### src/rtl/core/gb3_pkg.sv
package gb3_pkg;

    // Sizes of the beat fields and of the configuration registers.
    localparam int GB3_MAX_WIDTH   = 1024;
    localparam int GB3_PIX_W       = 8;
    localparam int GB3_FW_W        = 11;
    localparam int GB3_FH_W        = 12;
    localparam int GB3_WGT_W       = 16;
    localparam int GB3_CFG_IDX_W   = 3;
    localparam int GB3_CFG_DATA_W  = 16;
    localparam int GB3_MIN_SIZE    = 3;

    // Values after reset.
    localparam int GB3_RESET_WIDTH  = 512;
    localparam int GB3_RESET_HEIGHT = 512;
    localparam logic [GB3_WGT_W-1:0] GB3_RESET_CORNER = 16'd4923;
    localparam logic [GB3_WGT_W-1:0] GB3_RESET_EDGE   = 16'd8116;
    localparam logic [GB3_WGT_W-1:0] GB3_RESET_CENTER = 16'd13381;

    // Configuration register indexes.
    typedef enum logic [GB3_CFG_IDX_W-1:0] {
        GB3_REG_FRAME_WIDTH   = 3'd0,
        GB3_REG_FRAME_HEIGHT  = 3'd1,
        GB3_REG_CORNER_WEIGHT = 3'd2,
        GB3_REG_EDGE_WEIGHT   = 3'd3,
        GB3_REG_CENTER_WEIGHT = 3'd4
    } gb3_reg_t;

    // Beat kinds carried on s_tuser.
    localparam logic GB3_CMD_PIXEL = 1'b0;
    localparam logic GB3_CMD_DRAIN = 1'b1;

    // What the position logic decides for one accepted beat.
    typedef struct packed {
        logic                 pix_we;  // pixel enters the window and line buffers
        logic                 emit;    // beat produces a result
        logic                 border;  // result lies on the frame border
        logic                 last;    // result closes the frame
        logic [GB3_PIX_W-1:0] pixel;
    } gb3_item_t;

    // Result tag that travels alongside the window through the arithmetic.
    typedef struct packed {
        logic emit;
        logic border;
        logic last;
    } gb3_tag_t;

endpackage

### src/rtl/core/gb3_mac.sv
module gb3_mac
    import gb3_pkg::*;
(
    input  logic                      aclk,
    input  logic                      aresetn,
    input  logic                      en,
    input  logic [8:0][GB3_PIX_W-1:0] win,
    input  gb3_tag_t                  tag,
    input  logic [GB3_WGT_W-1:0]      corner_w,
    input  logic [GB3_WGT_W-1:0]      edge_w,
    input  logic [GB3_WGT_W-1:0]      center_w,
    output logic                      res_valid,
    output logic [GB3_PIX_W-1:0]      res_pixel,
    output logic                      res_last
);

    localparam int SUM_W  = GB3_PIX_W + 2;
    localparam int PROD_W = GB3_WGT_W + SUM_W;
    localparam int ACC_W  = PROD_W + 2;
    localparam int FRAC_W = 16;
    localparam int HI_W   = ACC_W - FRAC_W;

    logic [SUM_W-1:0]     corner_sum_reg, side_sum_reg;
    logic [GB3_PIX_W-1:0] center_reg;
    gb3_tag_t             tag_a_reg;
    logic [PROD_W-1:0]    prod_c_reg, prod_s_reg, prod_m_reg;
    gb3_tag_t             tag_b_reg;
    logic [ACC_W-1:0]     acc;
    logic [HI_W-1:0]      acc_hi;

    // Group the taps that share a weight.
    always_ff @(posedge aclk) begin
        if (en) begin
            corner_sum_reg <= SUM_W'(win[0]) + SUM_W'(win[2]) + SUM_W'(win[6]) + SUM_W'(win[8]);
            side_sum_reg   <= SUM_W'(win[1]) + SUM_W'(win[3]) + SUM_W'(win[5]) + SUM_W'(win[7]);
            center_reg     <= win[4];
        end
    end

    // One product per weight class.
    always_ff @(posedge aclk) begin
        if (en) begin
            prod_c_reg <= PROD_W'(corner_w) * PROD_W'(corner_sum_reg);
            prod_s_reg <= PROD_W'(edge_w) * PROD_W'(side_sum_reg);
            prod_m_reg <= PROD_W'(center_w) * PROD_W'(center_reg);
        end
    end

    always_ff @(posedge aclk) begin
        if (!aresetn) begin
            tag_a_reg <= '0;
            tag_b_reg <= '0;
        end else if (en) begin
            tag_a_reg <= tag;
            tag_b_reg <= tag_a_reg;
        end
    end

    // Drop the Q0.16 fraction, saturate, and zero the frame border.
    assign acc    = ACC_W'(prod_c_reg) + ACC_W'(prod_s_reg) + ACC_W'(prod_m_reg);
    assign acc_hi = acc[ACC_W-1:FRAC_W];

    always_comb begin
        if (tag_b_reg.border) begin
            res_pixel = '0;
        end else if (acc_hi > HI_W'(255)) begin
            res_pixel = '1;
        end else begin
            res_pixel = acc_hi[GB3_PIX_W-1:0];
        end
    end

    assign res_valid = tag_b_reg.emit;
    assign res_last  = tag_b_reg.last;

endmodule

### config.mk
export PLATFORM = sky130hd
export DESIGN_NAME = gb3_mac
export DESIGN_NICKNAME = d
export VERILOG_FILES = /design/src/rtl/core/gb3_pkg.sv /design/src/rtl/core/gb3_mac.sv
export SDC_FILE = /design/constraint.sdc
export NUM_CORES = 1
export LEC_CHECK = 0
export BUFFER_PORTS_ARGS = -buffer_cell sky130_fd_sc_hd__buf_2
export CORE_MARGIN = 2
export CORE_UTILIZATION = 45
export DETAILED_ROUTE_END_ITERATION = 6
export HOLD_SLACK_MARGIN = 0.05
export PLACE_DENSITY = 0.69
export SETUP_SLACK_MARGIN = 0.2
export SLEW_MARGIN = 15
export SYNTH_ARGS = -nofsm -noshare
export SYNTH_HDL_FRONTEND = slang
export SYNTH_SLANG_ARGS = --single-unit
export TNS_END_PERCENT = 50
### constraint.sdc
create_clock -name aclk -period 17.5 [get_ports aclk]
set_input_delay 1.75 -clock aclk [delete_from_list [all_inputs] [get_ports aclk]]
set_output_delay 1.75 -clock aclk [all_outputs]
set_load 0.005 [all_outputs]
==> qor.csv <==
metric;value;unit
synth-simple-area-share;15.12;%
grt_pass1_vias;15200;
slowest_stage;fa_1;
postCtsSetupBuffers;0;
io_pins;136;
detail-route-antenna-nets;0;
grt_pass1_wl;72330;µm
synth_most_common_cell;inv_1;
die_area;0.04585;mm²
synth-compound-area-share;7.361;%
clock_latency;0.38;ns
die_h;214.1;µm
clockBufferDepth;2;
antenna_found_initial;1;
max_stage_delay;0.56;ns
synthMuxAreaShare;0.3022;%
gp_congestion;0.8743;
worstRegToRegCells;20;
skew;0.009179;ns
drtIter0Drc;762;
synth_top_family_by_area;adder cells;
final_net_count;2789;
critPathLaunchType;input port;
worst_slew_margin_rel;33.88;%
critical_path.top_delay_family;adder cells;
crit_buf_inv;6;
netlist_top_cells_area;fa_1, edfxtp_1, ha_1;
cp_cell_sequence;buf_2, nand2_1, fa_1, inv_1, fa_1, inv_1, fa_1, inv_1, fa_1, inv_1, fa_1, inv_1, ha_1, a21o_1, a21o_1, a221o_1, a31oi_4, o21bai_1, a21o_1, a2111o_1, o311ai_1;
io_buffers;135;
yosys.area.top_type;fa_1;
drc;0;
cts_max_level;3;
period_minus_slack;6.717;ns
gr-total-overflow;0;
vias_per_cell;5.151;
synthAdderAreaFrac;49.46;%
worstPathRequired;17.70;ns
grt_start_max_net_pins;74;
wirelength;41290;µm
cts.sinks;110;
cts_tree;yes;
rsz0062_at_grt;no;
cp.depth;21;
slew_viol_final;0;
post-dp-hpwl;34400;µm
die_x;214.1;µm
worst_pin_slew;0.9919;ns
drive_gt1_share;7.769;%
synth-xor-area-share;3.394;%
rrSetupSlack;11.56;ns
drv_cap;0;
syn_avg_cell_area;9.901;µm²
synth_common_cells;inv_1, fa_1, nand2_1, and2_1, ha_1;
coreArea;0.04336;mm²
cts_buffers;9;
r2r-start;corner_sum_reg[1]$_DFFE_PP_;
postSynth.asyncResetShare;0;%
route.vias.total;13830;
startpoint;corner_w[7];
ys.flop_type;edfxtp_1;
syn_inst;2007;
arrival;6.92;ns
hold_path.class;reg -> reg;
min_period_over_period;38.39;%
rows;76;
cts_hold_buf;0;
initial_core_util;45.82;%
syn_nets;2703;
ctsResizeCount;0;
fmax;0.1489;GHz
synth-edff-count;104;
grtUsageTotal;19.27;%
worstReg2RegEnd;prod_c_reg[15]$_DFFE_PP_;
finalSetupViolCount;0;
endpoint;prod_c_reg[15]$_DFFE_PP_;
wl_per_cell;15.38;µm
cts_root_buf;clkbuf_16;
synth_top_area_share;36.17;%
critPathMaxFanout;10;
synth_cell_types;56;
seq_area_frac_synth;16.32;%
status;finished, final reports clean;
finalHoldViolCount;0;
clk_pin_slew_worst_paths;0.08;ns
ys_ff_latch;110;
synth.cell_area;0.01987;mm²
crit_type;in -> reg;
syn_to_final_growth;7.462;%
yosys_warnings;0;
nFillCells;4021;
dr.pass1.iters;5;
endpoint_kind;register;
tns;0;ns
## how the worst min path moves through the flow
stage                              start                         to  slack [ns]  cells past startpoint
2_1_floorplan  tag_a_reg[0]$_SDFFE_PN0P_  tag_a_reg[0]$_SDFFE_PN0P_        0.48                      2
3_3_place_gp       res_last$_SDFFE_PN0P_      res_last$_SDFFE_PN0P_        0.49                      2
3_5_place_dp       res_last$_SDFFE_PN0P_      res_last$_SDFFE_PN0P_        0.50                      2
4_1_cts            res_last$_SDFFE_PN0P_      res_last$_SDFFE_PN0P_        0.52                      2
5_1_grt            res_last$_SDFFE_PN0P_      res_last$_SDFFE_PN0P_        0.55                      2
6_report           res_last$_SDFFE_PN0P_      res_last$_SDFFE_PN0P_        0.52                      2
## kinds of logic after synthesis
| group | count (synthesis) |
|---|---|
| adders and majority gates | 570 |
| and+or+nand+nor | 595 |
| muxes | 6 |
| xor gates and xnor gates | 77 |
| DFF | 110 |
| AOI/OAI and AO/OA | 223 |
| buffers and inverters | 426 |
## through the flow
step	std cells	hold WS (ns)	instance area (µm²)	utilization [%]	setup WS, ns
floorplan	2007	0.4824	19870	-	10.62
global placement	2667	0.4921	21060	48.57	10.46
detailed placement	2667	0.5032	21060	48.57	10.39
CTS	2683	0.5244	21350	49.24	10.80
global route	2684	0.5502	21350	49.24	10.55
finish	2684	0.5180	21350	49.24	10.78
## worst reg2reg max path, delay by kind of cell (launching register included)
kind | cells | cell delay, ns
DFF | 1 | 0.72
AOI/OAI and AO/OA | 8 | 1.76
and+or+nand+nor | 1 | 0.18
buffers and inverters | 5 | 0.25
adders and majority gates | 6 | 2.87
## layout by cell type (no fill, tap or decap), types with 16 or more instances in the layout
master | Yosys | final
a21o_1 | 28 | 28
a21oi_1 | 84 | 84
and2_1 | 236 | 236
buf_2 | 0 | 134
edfxtp_1 | 104 | 104
fa_1 | 359 | 359
ha_1 | 211 | 211
inv_1 | 365 | 365
nand2_1 | 241 | 241
nand3_1 | 16 | 16
nor2_1 | 34 | 34
nor3_1 | 18 | 18
o21ai_0 | 27 | 27
o21bai_1 | 19 | 19
xnor2_1 | 51 | 51
xor2_1 | 26 | 26
## layer usage
metal | track usage (%) | vias up | part of all wire (%)
met2 | 33.40 | 279 | 50
li1 | - | 6489 | -
met3 | 3.560 | 59 | 4.4
met4 | 6.065 | 0 | 2.5
met1 | 24.46 | 6998 | 43
met5 | 0 | - | 0
## cell type report
type	count	area (µm²)	share of cell area, %
inverters	365	1370	6.416
diodes	1	2.502	0.01172
well taps	585	732.0	3.428
clock inverters	7	66.31	0.3106
multi-input cells	1471	15030	70.38
repair buffers	136	685.7	3.211
clock buffers	9	225.2	1.055
flip-flops and latches	110	3243	15.19
Power is not shown: default switching activity piles up to over one toggle a cycle in this logic, so the estimate is an artifact.
