`src/rtl/core/gb3_pkg.sv`:
```
package gb3_pkg;

    // Sizes of the beat fields and of the configuration registers.
    localparam int GB3_MAX_WIDTH   = 1024;
    localparam int GB3_PIX_W       = 8;
    localparam int GB3_FW_W        = 11;
    localparam int GB3_FH_W        = 12;
    localparam int GB3_WGT_W       = 16;
    localparam int GB3_CFG_IDX_W   = 3;
    localparam int GB3_CFG_DATA_W  = 16;
    localparam int GB3_MIN_SIZE    = 3;

    // Values after reset.
    localparam int GB3_RESET_WIDTH  = 512;
    localparam int GB3_RESET_HEIGHT = 512;
    localparam logic [GB3_WGT_W-1:0] GB3_RESET_CORNER = 16'd4923;
    localparam logic [GB3_WGT_W-1:0] GB3_RESET_EDGE   = 16'd8116;
    localparam logic [GB3_WGT_W-1:0] GB3_RESET_CENTER = 16'd13381;

    // Configuration register indexes.
    typedef enum logic [GB3_CFG_IDX_W-1:0] {
        GB3_REG_FRAME_WIDTH   = 3'd0,
        GB3_REG_FRAME_HEIGHT  = 3'd1,
        GB3_REG_CORNER_WEIGHT = 3'd2,
        GB3_REG_EDGE_WEIGHT   = 3'd3,
        GB3_REG_CENTER_WEIGHT = 3'd4
    } gb3_reg_t;

    // Beat kinds carried on s_tuser.
    localparam logic GB3_CMD_PIXEL = 1'b0;
    localparam logic GB3_CMD_DRAIN = 1'b1;

    // What the position logic decides for one accepted beat.
    typedef struct packed {
        logic                 pix_we;  // pixel enters the window and line buffers
        logic                 emit;    // beat produces a result
        logic                 border;  // result lies on the frame border
        logic                 last;    // result closes the frame
        logic [GB3_PIX_W-1:0] pixel;
    } gb3_item_t;

    // Result tag that travels alongside the window through the arithmetic.
    typedef struct packed {
        logic emit;
        logic border;
        logic last;
    } gb3_tag_t;

endpackage

```
`src/rtl/core/gb3_ctrl.sv`:
```
module gb3_ctrl
    import gb3_pkg::*;
#(
    parameter int  MAX_WIDTH = GB3_MAX_WIDTH,
    localparam int COL_W     = (MAX_WIDTH > 1) ? $clog2(MAX_WIDTH) : 1,
    localparam int WID_W     = $clog2(MAX_WIDTH + 1)
) (
    input  logic                 aclk,
    input  logic                 aresetn,
    input  logic                 restart,
    input  logic                 accept,
    input  logic                 cmd,
    input  logic [GB3_PIX_W-1:0] pixel,
    input  logic [WID_W-1:0]     width,
    input  logic [GB3_FH_W-1:0]  height,
    output gb3_item_t            item,
    output logic [COL_W-1:0]     col
);

    logic [COL_W-1:0]    in_col_reg, in_col_next;
    logic [GB3_FH_W-1:0] in_row_reg, in_row_next;
    logic                in_done_reg, in_done_next;
    logic [COL_W-1:0]    out_col_reg, out_col_next;
    logic [GB3_FH_W-1:0] out_row_reg, out_row_next;

    logic [WID_W-1:0]    width_last;
    logic [GB3_FH_W-1:0] height_last;
    logic                in_col_last, in_row_last, out_col_last, out_row_last;
    logic                is_pixel, pix_emit, drain_emit;

    assign width_last  = width - WID_W'(1);
    assign height_last = height - GB3_FH_W'(1);

    assign in_col_last  = (WID_W'(in_col_reg) == width_last);
    assign in_row_last  = (in_row_reg == height_last);
    assign out_col_last = (WID_W'(out_col_reg) == width_last);
    assign out_row_last = (out_row_reg == height_last);

    // A pixel is taken until the frame is complete; results start once the
    // window's centre has a full neighbourhood behind it (width + 1 pixels).
    assign is_pixel   = (cmd == GB3_CMD_PIXEL);
    assign pix_emit   = !in_done_reg &&
                        ((in_row_reg >= GB3_FH_W'(2)) ||
                         ((in_row_reg == GB3_FH_W'(1)) && (in_col_reg != '0)));
    assign drain_emit = !is_pixel && in_done_reg;

    assign item.pix_we = is_pixel && !in_done_reg;
    assign item.emit   = (is_pixel && pix_emit) || drain_emit;
    assign item.border = (out_row_reg == '0) || out_row_last ||
                         (out_col_reg == '0) || out_col_last;
    assign item.last   = out_row_last && out_col_last;
    assign item.pixel  = pixel;
    assign col         = in_col_reg;

    // Input and output raster positions.
    always_comb begin
        in_col_next  = in_col_reg;
        in_row_next  = in_row_reg;
        in_done_next = in_done_reg;
        out_col_next = out_col_reg;
        out_row_next = out_row_reg;
        if (restart) begin
            in_col_next  = '0;
            in_row_next  = '0;
            in_done_next = 1'b0;
            out_col_next = '0;
            out_row_next = '0;
        end else if (accept) begin
            if (item.pix_we) begin
                if (in_col_last) begin
                    in_col_next = '0;
                    if (in_row_last) begin
                        in_done_next = 1'b1;
                    end else begin
                        in_row_next = in_row_reg + GB3_FH_W'(1);
                    end
                end else begin
                    in_col_next = in_col_reg + COL_W'(1);
                end
            end
            if (item.emit) begin
                if (item.last) begin
                    in_col_next  = '0;
                    in_row_next  = '0;
                    in_done_next = 1'b0;
                    out_col_next = '0;
                    out_row_next = '0;
                end else if (out_col_last) begin
                    out_col_next = '0;
                    out_row_next = out_row_reg + GB3_FH_W'(1);
                end else begin
                    out_col_next = out_col_reg + COL_W'(1);
                end
            end
        end
    end

    always_ff @(posedge aclk) begin
        if (!aresetn) begin
            in_col_reg  <= '0;
            in_row_reg  <= '0;
            in_done_reg <= 1'b0;
            out_col_reg <= '0;
            out_row_reg <= '0;
        end else begin
            in_col_reg  <= in_col_next;
            in_row_reg  <= in_row_next;
            in_done_reg <= in_done_next;
            out_col_reg <= out_col_next;
            out_row_reg <= out_row_next;
        end
    end

endmodule

```
`config.mk`:
```
export PLATFORM = sky130hd
export DESIGN_NAME = gb3_ctrl
export DESIGN_NICKNAME = d
export VERILOG_FILES = /design/src/rtl/core/gb3_pkg.sv /design/src/rtl/core/gb3_ctrl.sv
export SDC_FILE = /design/constraint.sdc
export NUM_CORES = 1
export LEC_CHECK = 0
export BUFFER_PORTS_ARGS = -buffer_cell sky130_fd_sc_hd__buf_2
export CAP_MARGIN = 20
export CORE_MARGIN = 8
export CORE_UTILIZATION = 45
export CTS_CLUSTER_DIAMETER = 200
export CTS_CLUSTER_SIZE = 16
export DETAILED_ROUTE_END_ITERATION = 10
export PLACE_DENSITY = 0.73
export REMOVE_ABC_BUFFERS = 1
export SYNTH_ARGS = -nofsm -noshare
export SYNTH_HDL_FRONTEND = slang
export SYNTH_SLANG_ARGS = --single-unit
```
`constraint.sdc`:
```
create_clock -name aclk -period 3.9 [get_ports aclk]
set_input_delay 0.39 -clock aclk [delete_from_list [all_inputs] [get_ports aclk]]
set_output_delay 0.39 -clock aclk [all_outputs]
set_load 0.05 [all_outputs]
```
==> reports/qor.yml <==
outcome:
  status: "complete, no violations"
sta:
  fmax_mhz: 285
  slew_viol_final: 0
  worst_slew_pin_slew_ps: 806
  max_slew_margin_pct: 46.1
  finalSetupTns_ps: 0
  setup_violations: 0
  post-route-min-period_ps: 3510
  hold_viol: 0
  skew_ps: 8.93
  period_share_pct: 89.9
  rsz0062_at_grt: "false"
worst_setup_path:
  rr_endpoint: "col[0]"
  r2r_setup_slack_ps: 840
  slowest_delay_ps: 600
  worstPathCellList: "buf_2 > inv_1 > ha_1 > or4b_1 > nor4_2 > xnor3_1 > nand4_1 > a2111oi_0 > o211ai_1 > nor2_1 > buf_2"
  startpoint: "height[0]"
  reg2reg_from: "out_row_reg[2]"
  cp-end-kind: "output port"
  critPathMostFrequentCell: "buf_2"
  cp.arrival_ps: 3120
  reg2reg_depth: 8
  worstPathMaxFanout: 6
  cpMaxStageDelayCell: "or4b_1"
  startpoint_type: "input port"
  cp.required_ps: 3510
  cp-endpoint: "item[8]"
  crit_type: "in2out"
clock_network:
  cts_resized: 0
  cts_setup_buffers: 0
  clock_sinks: 45
  ctsHoldBuffers: 0
  cts_max_level: 2
  clockBufferDepth: 2
  path_clk_slew_ps: 80
  cts_buffers: 5
  cts_tree: "yes"
  clock-root-buffer: "clkbuf_8"
  clk_latency_ps: 300
power_and_ir_drop:
  power_density_nw_per_um2: 202
  power_frac_seq_pct: 51.1
  p_leak_nw: 1.60
  pwr-share-comb_pct: 17.4
  power.switching_mw: 0.253
  ir_worst_vdd_mv: 0.116
  p_total_mw: 0.901
  p_sw_share_pct: 28.1
  p_int_mw: 0.648
  p_clk_share_pct: 31.5
run:
  drv_cap: 0
drt:
  vias: 3985
  first_pass_iters: 5
  drtAntennaViolNets: 0
  drt_drc_violations_left: 0
  wirelength_mm: 11.1
  wl_per_cell_um: 16.7
  viasPerCell: 6.00
  drt_iter0_markers: 198
synthesis:
  synth_cells: 548
  synth_top_area_share_pct: 21.2
  synth-warning-count: 0
  ys_seq_elements: 45
  postSynthAreaPerCell_sq_um: 7.74
  ys_seq_area_share_pct: 21.2
  synth_top_area_cell: "dfxtp_1"
  synth_area_leaders: "dfxtp_1 21%, xnor2_1 8.9%, nand3_1 5.2%, nor2_1 5.0%, xor2_1 4.1%"
  synth_edf_count: 0
  syn_area_sq_um: 4240
  async_reset_ff_share_pct: 0
  synthDistinctLibCells: 73
  ys.flop_type: "dfxtp_1"
grt:
  overflow: 0
  grt_pass1_vias: 3856
  antenna_found_initial: 0
  grt_pass1_wl_mm: 18.6
  grtUsageTotal_pct: 17.2
  grt_max_degree: 18
final_layout:
  multi_input_area_sq_um: 3010
  fillCellCount: 919
  insertedDiodeCount: 0
  design_area_sq_um: 4460
  ff_latch_area_sq_um: 901
  final-instance-count-excl-fill: 664
  final_core_util_pct: 48.5
  post_route_cells_drive_above_1_share_pct: 13.2
  final_nets: 599
  syn_to_final_growth_pct: 5.10
placed_design:
  postPlaceCellArea_sq_um: 4380
  hpwl_mm: 8.37
  gp_congestion: 0.904
  io_buffers: 41
  dp.cells: 656
die:
  dieArea_sq_um: 12800
  start_util_pct: 46.1
  fp.dieH_um: 113
  num_rows: 35
  io_pins: 58
  fp.dieW_um: 113
  core_sq_um: 9200
min_path:
  holdPathStages: 2
  holdCritPathClass: "reg2reg"
[cell usage after synthesis, drive strengths merged (3+ instances only)]
cell type,instances
nor2,57
a2111oi,4
and3,18
nand2b,7
or2,6
mux2i,4
nand3,44
ha,11
nor3,20
nor4,18
buf,22
xnor3,6
o31ai,4
o21ai,14
and2,5
xnor2,43
nor2b,5
nand3b,3
a2111o,3
xor2,20
inv,22
nand4,16
nor4b,13
nand2,44
or4,4
clkbuf,27
or3,8
nor3b,3
a311o,3
dfxtp,45
a21oi,12
or4b,3
[metrics by stage]
stage	hold slack [ps]	setup slack, ps
CTS	513	346
global route	532	158
floorplan	459	550
detailed placement	491	298
finish	500	394
global placement	493	438
[worst max-delay path: cells and delay by family]
family / cells / cell delay, ps
adder cells (fa/ha/maj): 1 / 290
AND/OR/NAND/NOR: 4 / 1120
XOR/XNOR: 1 / 220
AO/OA/AOI/OAI: 2 / 620
buffers and inverters: 3 / 480
[placed cells by master (no fill, tap or decap), types with 15 or more instances in the layout]
| master | n |
|---|---|
| xor2_1 | 20 |
| nand3_1 | 44 |
| xnor2_1 | 43 |
| inv_1 | 22 |
| and3_1 | 18 |
| dfxtp_1 | 45 |
| nor2_1 | 56 |
| buf_2 | 41 |
| nand2_1 | 44 |
| nand4_1 | 15 |
[how the worst min path moves through the flow]
stage / to / startpoint / slack, ps
after floorplan: in_done_reg / in_done_reg / 460
after global placement: in_done_reg / in_done_reg / 490
after detailed placement: in_done_reg / in_done_reg / 490
after CTS: in_done_reg / in_done_reg / 510
after global routing: in_done_reg / in_done_reg / 530
final: in_done_reg / in_done_reg / 500
[power groups by stage]
stage	clock network [mW]	logic [mW]	registers, mW
6_report	0.284	0.157	0.460
5_1_grt	0.311	0.169	0.461
4_1_cts	0.296	0.155	0.460
3_5_place_dp	0	0.154	0.471
3_3_place_gp	0	0.151	0.471
2_1_floorplan	0	0.0898	0.472
[per-layer routing]
layer | up-vias | global-route usage (%) | share of wire, %
met5 | - | 0 | 0
met4 | 0 | 5.42 | 1.6
met3 | 18 | 4.05 | 6.5
met2 | 137 | 28.5 | 46
met1 | 1878 | 21.6 | 46
li1 | 1952 | - | -
[area by class of cell]
class                           count  share of cell area, %
Sequential cell                    45                   20.2
Tap cell                          111                   3.12
Multi-Input combinational cell    432                   67.6
Inverter                           22                   1.85
Timing Repair Buffer               46                   5.44
Clock buffer                        8                   1.80
[logic make-up after synthesis]
| kind of cell | count (synthesis) | share of synthesized area [%] |
|---|---|---|
| AO/OA/AOI/OAI | 68 | 12.0 |
| XOR/XNOR | 71 | 17.3 |
| adder cells (fa/ha/maj) | 12 | 3.48 |
| buffers and inverters | 71 | 7.73 |
| flip-flops | 45 | 21.2 |
| multiplexers | 4 | 0.944 |
| AND/OR/NAND/NOR | 277 | 37.3 |
Power figures use the tool's default switching activity.
