File: config.mk
export PLATFORM = sky130hd
export DESIGN_NAME = gb3_out_buf
export DESIGN_NICKNAME = d
export VERILOG_FILES = /design/src/rtl/core/gb3_pkg.sv /design/src/rtl/core/gb3_out_buf.sv
export SDC_FILE = /design/constraint.sdc
export NUM_CORES = 1
export LEC_CHECK = 0
export BUFFER_PORTS_ARGS = -buffer_cell sky130_fd_sc_hd__clkbuf_2
export CORE_UTILIZATION = 30
export DETAILED_ROUTE_END_ITERATION = 6
export PLACE_DENSITY = 0.62
export SLEW_MARGIN = 10
export SYNTH_ARGS = -nofsm -noshare
export SYNTH_HDL_FRONTEND = slang
export SYNTH_SLANG_ARGS = --single-unit
File: constraint.sdc
create_clock -name aclk -period 1.55 [get_ports aclk]
set_input_delay 0.155 -clock aclk [delete_from_list [all_inputs] [get_ports aclk]]
set_output_delay 0.155 -clock aclk [all_outputs]
set_load 0.02 [all_outputs]
File: src/rtl/core/gb3_pkg.sv
package gb3_pkg;

    // Sizes of the beat fields and of the configuration registers.
    localparam int GB3_MAX_WIDTH   = 1024;
    localparam int GB3_PIX_W       = 8;
    localparam int GB3_FW_W        = 11;
    localparam int GB3_FH_W        = 12;
    localparam int GB3_WGT_W       = 16;
    localparam int GB3_CFG_IDX_W   = 3;
    localparam int GB3_CFG_DATA_W  = 16;
    localparam int GB3_MIN_SIZE    = 3;

    // Values after reset.
    localparam int GB3_RESET_WIDTH  = 512;
    localparam int GB3_RESET_HEIGHT = 512;
    localparam logic [GB3_WGT_W-1:0] GB3_RESET_CORNER = 16'd4923;
    localparam logic [GB3_WGT_W-1:0] GB3_RESET_EDGE   = 16'd8116;
    localparam logic [GB3_WGT_W-1:0] GB3_RESET_CENTER = 16'd13381;

    // Configuration register indexes.
    typedef enum logic [GB3_CFG_IDX_W-1:0] {
        GB3_REG_FRAME_WIDTH   = 3'd0,
        GB3_REG_FRAME_HEIGHT  = 3'd1,
        GB3_REG_CORNER_WEIGHT = 3'd2,
        GB3_REG_EDGE_WEIGHT   = 3'd3,
        GB3_REG_CENTER_WEIGHT = 3'd4
    } gb3_reg_t;

    // Beat kinds carried on s_tuser.
    localparam logic GB3_CMD_PIXEL = 1'b0;
    localparam logic GB3_CMD_DRAIN = 1'b1;

    // What the position logic decides for one accepted beat.
    typedef struct packed {
        logic                 pix_we;  // pixel enters the window and line buffers
        logic                 emit;    // beat produces a result
        logic                 border;  // result lies on the frame border
        logic                 last;    // result closes the frame
        logic [GB3_PIX_W-1:0] pixel;
    } gb3_item_t;

    // Result tag that travels alongside the window through the arithmetic.
    typedef struct packed {
        logic emit;
        logic border;
        logic last;
    } gb3_tag_t;

endpackage

File: src/rtl/core/gb3_out_buf.sv
module gb3_out_buf
    import gb3_pkg::*;
(
    input  logic                 aclk,
    input  logic                 aresetn,
    input  logic                 in_valid,
    input  logic [GB3_PIX_W-1:0] in_pixel,
    input  logic                 in_last,
    output logic                 m_tvalid,
    input  logic                 m_tready,
    output logic [GB3_PIX_W-1:0] m_tdata,
    output logic                 m_tlast,
    output logic                 full
);

    logic                 out_valid_reg, skid_valid_reg;
    logic [GB3_PIX_W-1:0] out_pixel_reg, skid_pixel_reg;
    logic                 out_last_reg, skid_last_reg;
    logic                 out_take;

    assign out_take = !out_valid_reg || m_tready;

    // Output register with one skid entry; the pipeline stops while the skid is full.
    always_ff @(posedge aclk) begin
        if (!aresetn) begin
            out_valid_reg  <= 1'b0;
            skid_valid_reg <= 1'b0;
        end else if (out_take) begin
            out_valid_reg  <= skid_valid_reg || in_valid;
            skid_valid_reg <= 1'b0;
        end else if (in_valid) begin
            skid_valid_reg <= 1'b1;
        end
    end

    always_ff @(posedge aclk) begin
        if (out_take) begin
            if (skid_valid_reg) begin
                out_pixel_reg <= skid_pixel_reg;
                out_last_reg  <= skid_last_reg;
            end else begin
                out_pixel_reg <= in_pixel;
                out_last_reg  <= in_last;
            end
        end else if (in_valid) begin
            skid_pixel_reg <= in_pixel;
            skid_last_reg  <= in_last;
        end
    end

    assign m_tvalid = out_valid_reg;
    assign m_tdata  = out_pixel_reg;
    assign m_tlast  = out_last_reg;
    assign full     = skid_valid_reg;

endmodule

==> out/metrics.yaml, run 1 <==
run_status:
  status: "completed"
routing:
  viasPerCell: 4.18
  drc_errors: 0
  drt-wirelength-per-cell_microns: 10.8
  drtIter0Drc: 0
  antenna_left: 0
  totalWireLength_microns: 1020
  vias: 397
  drtPass1Iterations: 1
synthesis:
  synth_edf_count: 18
  synthTopCellsByCount: "edfxtp_1, mux2_4, dfxtp_1"
  yosys_warnings: 0
  postSynthCellCount: 36
  ys_async_sr_fraction_pct: 0
  synth.yosys.seq_area_share_pct: 75.2
  synth_adder_area_share_pct: 0
  synthSimpleGateAreaFrac_pct: 4.38
  synth.area.top_cells: "edfxtp_1, mux2_4, dfxtp_1"
  synth_xor_area_share_pct: 0
  synth_compound_area_share_pct: 0.972
  yosys_most_used_dff: "edfxtp_1"
  yosysMostFrequentCell: "edfxtp_1"
  synth_cell_types: 10
  synth_top_family_by_area: "multiplexers"
  yosysTopAreaCell: "edfxtp_1"
  synth_mux_area_share_pct: 17.5
  syn_avg_cell_area_sq_um: 21.4
  syn_nets: 49
  synth_area_sq_um: 772
  synth_top_cell_area_share_pct: 70.0
  synth_seq_cells: 20
worst_setup_path:
  path_max_fanout: 9
  critical_path_arrival_ns: 1.08
  crit_path_end_kind: "register"
  startpoint_type: "register"
  crit_type: "register to register"
  worstPathRequired_ns: 1.49
sta:
  fin_ws_ns: 0.418
  finClkSkew_ns: 0.00190
  drv_slew: 0
  max_freq_mhz: 884
  tightest_slew_ns: 0.443
  period_minus_slack_ns: 1.13
  post-route-period-util_pct: 73.0
  relSlewSlack_pct: 70.4
  finalSetupViolations: 0
  hold_viol_final: 0
  rsz0062_at_grt: "no"
  fin_setup_tns_ns: 0
  hold_slack_ns: 0.0542
finish:
  fin_util_pct: 39.3
  num-fill-cells: 224
  diodes: 0
  area_growth_pct: 25.0
  regArea_sq_um: 581
  multi_input_area_sq_um: 179
  num-nets-final: 79
  drive_gt1_share_pct: 63.1
cts:
  cts_root_buf: "clkbuf_4"
  cts-hold-fix-buffers: 0
  cts_max_path_buffers: 2
  clk_pin_slew_ns: 0.10
  cts_resized: 0
  clock_sinks: 20
  cts_htree_levels: 1
  post_cts_buffers: 0
  cts_tree: "built"
  cts-buffers-inserted: 3
  clkLatencyLatePin_ns: 0.28
pwr:
  p_int_uw: 759
  swShare_pct: 21.0
  power_per_cell_area_nw_per_um2: 996
  p_seq_share_pct: 64.8
  clockPowerShare_pct: 24.0
  peakVddDrop_v: 0.000663
  leakage_uw: 0.000398
  switchingPower_uw: 201
  p_total_uw: 961
  comb_power_share_pct: 11.2
floorplan:
  die_h_microns: 52.7
  rows: 18
  start_util_pct: 31.4
  core_sq_um: 2450
  die-area_sq_um: 2780
  io_pins: 24
  fp.dieW_microns: 52.7
place:
  io_buffers: 23
  place_congestion: 0.611
  place_ws_ns: 0.420
global_route:
  grt_pass1_vias: 389
  grt_usage_pct: 9.46
  grt_max_degree: 12
  antenna_found_initial: 0
  grt_pass1_wl_microns: 1770
  grt_overflow: 0
hold_path:
  hold_class: "input port to register"
run:
  max-cap-violations: 0
## critical path, stage by stage, from the launching register on
cell and delay, ns:
dfxtp_1 0.34, nand2b_1 0.08, nor2_2 0.36
## per-layer routing
metal,GRT usage [%],routed length (microns)
met5,0,0
met4,6.58,11
met3,2.61,46
met2,15.8,565
met1,10.2,400
## area by class of cell
cell class | count | area share [%]
Inverter | 1 | 0.389
Multi-Input combinational cell | 14 | 18.5
Timing Repair Buffer | 26 | 14.3
Clock buffer | 3 | 2.33
Clock inverter | 1 | 0.389
Tap cell | 30 | 3.89
Sequential cell | 20 | 60.2
## per-stage QoR
| stage | std cells | area (sq um) |
|---|---|---|
| after global placement | 91 | 938 |
| after floorplan | 36 | 774 |
| after global routing | 95 | 965 |
| final | 95 | 965 |
| after CTS | 95 | 965 |
| after detailed placement | 91 | 938 |
## cell usage in the layout (no fill, tap or decap), drive strengths merged
master | Yosys | layout
a21boi | 1 | 1
buf | 1 | 3
clkbuf | 0 | 26
clkinv | 0 | 1
dfxtp | 2 | 2
edfxtp | 18 | 18
inv | 1 | 1
mux2 | 9 | 9
nand2b | 1 | 1
nor2 | 2 | 2
nor3b | 1 | 1
## cell families (layout without fill, tap and decap cells)
family,Yosys count,after routing
flops,20,20
simple gates,4,4
mux,9,9
compound gates,1,1
buf+inv,2,31
## power by group through the flow
stage          Clock (uW)  Sequential [uW]  Combinational, uW
4_1_cts               246              623                110
6_report              230              623                108
3_5_place_dp            0              636                110
3_3_place_gp            0              635                108
2_1_floorplan           0              664               36.6
5_1_grt               263              626                117
## worst paths after layout
path	startpoint	end	slack, ns	cells past startpoint
min	in_pixel[4]	skid_pixel_reg[4]	0.05	1
min reg2reg	skid_pixel_reg[6]	m_tdata[6]	0.56	1
max reg2reg	m_tvalid	skid_pixel_reg[7]	0.42	2
max	m_tvalid	skid_pixel_reg[7]	0.42	2
No activity file was read; power rests on OpenSTA's default activity.
==> inputs of run 2 (changes only) <==
Settings changed: PLACE_DENSITY 0.62 to 0.63.
Clock period 1.55 ns to 1 ns, I/O delays scaled along.
==> run 2 against run 1 <==
Against the previous run:
- the flow now finishes with violations (setup timing)
- cell area rose by 15%
- register-to-register slack got worse by 0.47 ns
- combinational power rose by 95%
- critical endpoint is now m_tdata[2]
- largest power group unchanged
- highest routed layer unchanged
==> out/metrics.yaml, run 2 (same netlist as run 1, synthesis figures left out) <==
sta:
  hold_slack_ns: 0.0364  # -0.0178 ns
  rsz0062_at_grt: "yes"
  hold_viol_final: 0  # unchanged
  max_freq_mhz: 952  # +7.8%
  fin_setup_tns_ns: -0.369  # -0.369 ns
  fin_ws_ns: -0.0499  # -0.468 ns
  relSlewSlack_pct: 84.7  # +14 points
  period_minus_slack_ns: 1.05  # -0.0819 ns
  tightest_slew_ns: 0.230  # -0.214 ns
  drv_slew: 0  # unchanged
  post-route-period-util_pct: 105  # +32 points
  finClkSkew_ns: 0.00686  # +0.00496 ns
  finalSetupViolations: 10  # +10
worst_setup_path:
  crit_family: "flip-flops"
  startpoint: "full"
  cp_cell_sequence: "buf_12 -> mux2_4"
  reg2reg_from: "full"
  critical_path_arrival_ns: 1.11  # +0.03 ns
  path_max_fanout: 9  # unchanged
  crit_type: "register to register"
  startpoint_type: "register"
  crit_slowest_cell: "dfxtp_4"
  worstPathRequired_ns: 1.06  # -0.43 ns
  worst-path-buf-inv: 1  # +1
  crit_path_end_kind: "register"
  slowest_delay_ns: 0.38  # +0.02 ns
cts:
  clkLatencyLatePin_ns: 0.30  # +0.02 ns
  cts_htree_levels: 1  # unchanged
  cts-buffers-inserted: 3  # unchanged
  clock_sinks: 20  # unchanged
  cts_root_buf: "clkbuf_4"
  clk_pin_slew_ns: 0.10  # about the same
  cts_tree: "built"
  cts_max_path_buffers: 2  # unchanged
floorplan:
  rows: 18  # unchanged
  io_pins: 24  # unchanged
  die_h_microns: 52.7  # unchanged
  fp.dieW_microns: 52.7  # unchanged
  die-area_sq_um: 2780  # unchanged
  core_sq_um: 2450  # unchanged
  start_util_pct: 31.4  # unchanged
finish:
  diodes: 0  # unchanged
  fin_util_pct: 45.4  # +6.1 points
  area_growth_pct: 44.2
  num-nets-final: 89  # +13%
  drive_gt1_share_pct: 60.0  # -3.1 points
  final_common_cell: "clkbuf_2"
  design_area_sq_um: 1110  # +15%
  mostFrequentLayoutCells: "clkbuf_2, edfxtp_1, mux2_4, dlygate4sd3_1, clkbuf_4"
  num-fill-cells: 215  # -4.0%
run:
  max-cap-violations: 0  # unchanged
hold_path:
  hold_class: "input port to register"
  min-delay-start: "aresetn"
place:
  io_buffers: 23  # unchanged
  place_ws_ns: -0.0195  # -0.440 ns
  place_congestion: 0.632  # +3.4%
  place_area_sq_um: 951  # +1.3%
routing:
  drt-wirelength-per-cell_microns: 12.1  # +12%
  drc_errors: 0  # unchanged
  drtIter0Drc: 2  # +2
  drtPass1Iterations: 2  # +1
  totalWireLength_microns: 1270  # +24%
  viasPerCell: 4.23  # +1.2%
  antenna_left: 0  # unchanged
  vias: 444  # +12%
global_route:
  grt_max_degree: 12  # unchanged
  grt_pass1_vias: 422  # +8.5%
  antenna_found_initial: 0  # unchanged
  grt_pass1_wl_microns: 1900  # +7.4%
  grt_overflow: 0  # unchanged
  grt_usage_pct: 10.3  # +0.86 points
pwr:
  leakage_uw: 0.000451  # +13%
  peakVddDrop_v: 0.00121  # +83%
  power_per_cell_area_nw_per_um2: 1400  # +41%
run_status:
  status: "finished, violations left"
  violations: "setup timing"
run 2: cell count changes in the layout (fill, tap and decap cells not counted), sizes merged:
cell and delta:
dlygate4sd3 +9, buf +4, clkbuf -4, nor2 +1
run 2: where the power goes:
| part | internal (uW) | leakage [uW] | switching, uW |
|---|---|---|---|
| registers | 953 | 0.000193 | 14.2 |
| clock network | 146 | 0.0000154 | 238 |
| logic | 111 | 0.000243 | 100 |
| total | 1210 | 0.000451 | 352 |
run 2: worst paths after layout:
check,end,slack [ns],cells past startpoint
worst max-delay path,m_tdata[2],-0.05,2
worst min-delay path,m_tvalid,0.04,2
worst max register to register,m_tdata[2],-0.05,2
worst min register to register,m_tdata[1],0.55,1
run 2: routing by layer:
metal | vias to the layer above | routed length, microns | GRT usage, % | part of all wire (%)
li1 | 214 | - | - | -
met1 | 208 | 532 | 10.4 | 42
met2 | 20 | 645 | 17.7 | 51
met3 | 2 | 84 | 5.51 | 6.6
met4 | 0 | 9 | 3.95 | 0.71
met5 | - | 0 | 0 | 0
run 2: timing repair:
| item | in CTS | in global routing |
|---|---|---|
| endpoints found under the hold margin | 8 | 1 |
| endpoints found under the setup margin | 19 | 22 |
| setup buffers | 1 | 0 |
| gates resized for setup | 2 | 6 |
| cloned | 0 | 1 |
| pin swaps | 1 | 1 |
| hold buffers | 8 | 1 |
run 2: final cells by class:
class	instances	area [sq um]	area share, %
Timing Repair Buffer	35	260	23.4
Inverter	1	3.75	0.337
Multi-Input combinational cell	15	198	17.8
Clock inverter	1	3.75	0.337
Clock buffer	3	22.5	2.02
Tap cell	30	37.5	3.37
Sequential cell	20	588	52.8
run 2: worst register-to-register path: stages, from the launching register on:
cell	delay [ns]
dfxtp_4	0.38
buf_12	0.14
mux2_4	0.30
run 2: per-stage QoR:
stage / instances / power (uW)
6_report: 105 / 1560
5_1_grt: 105 / 1640
4_1_cts: 103 / 1570
3_5_place_dp: 90 / 1160
3_3_place_gp: 90 / 1150
2_1_floorplan: 36 / 1090
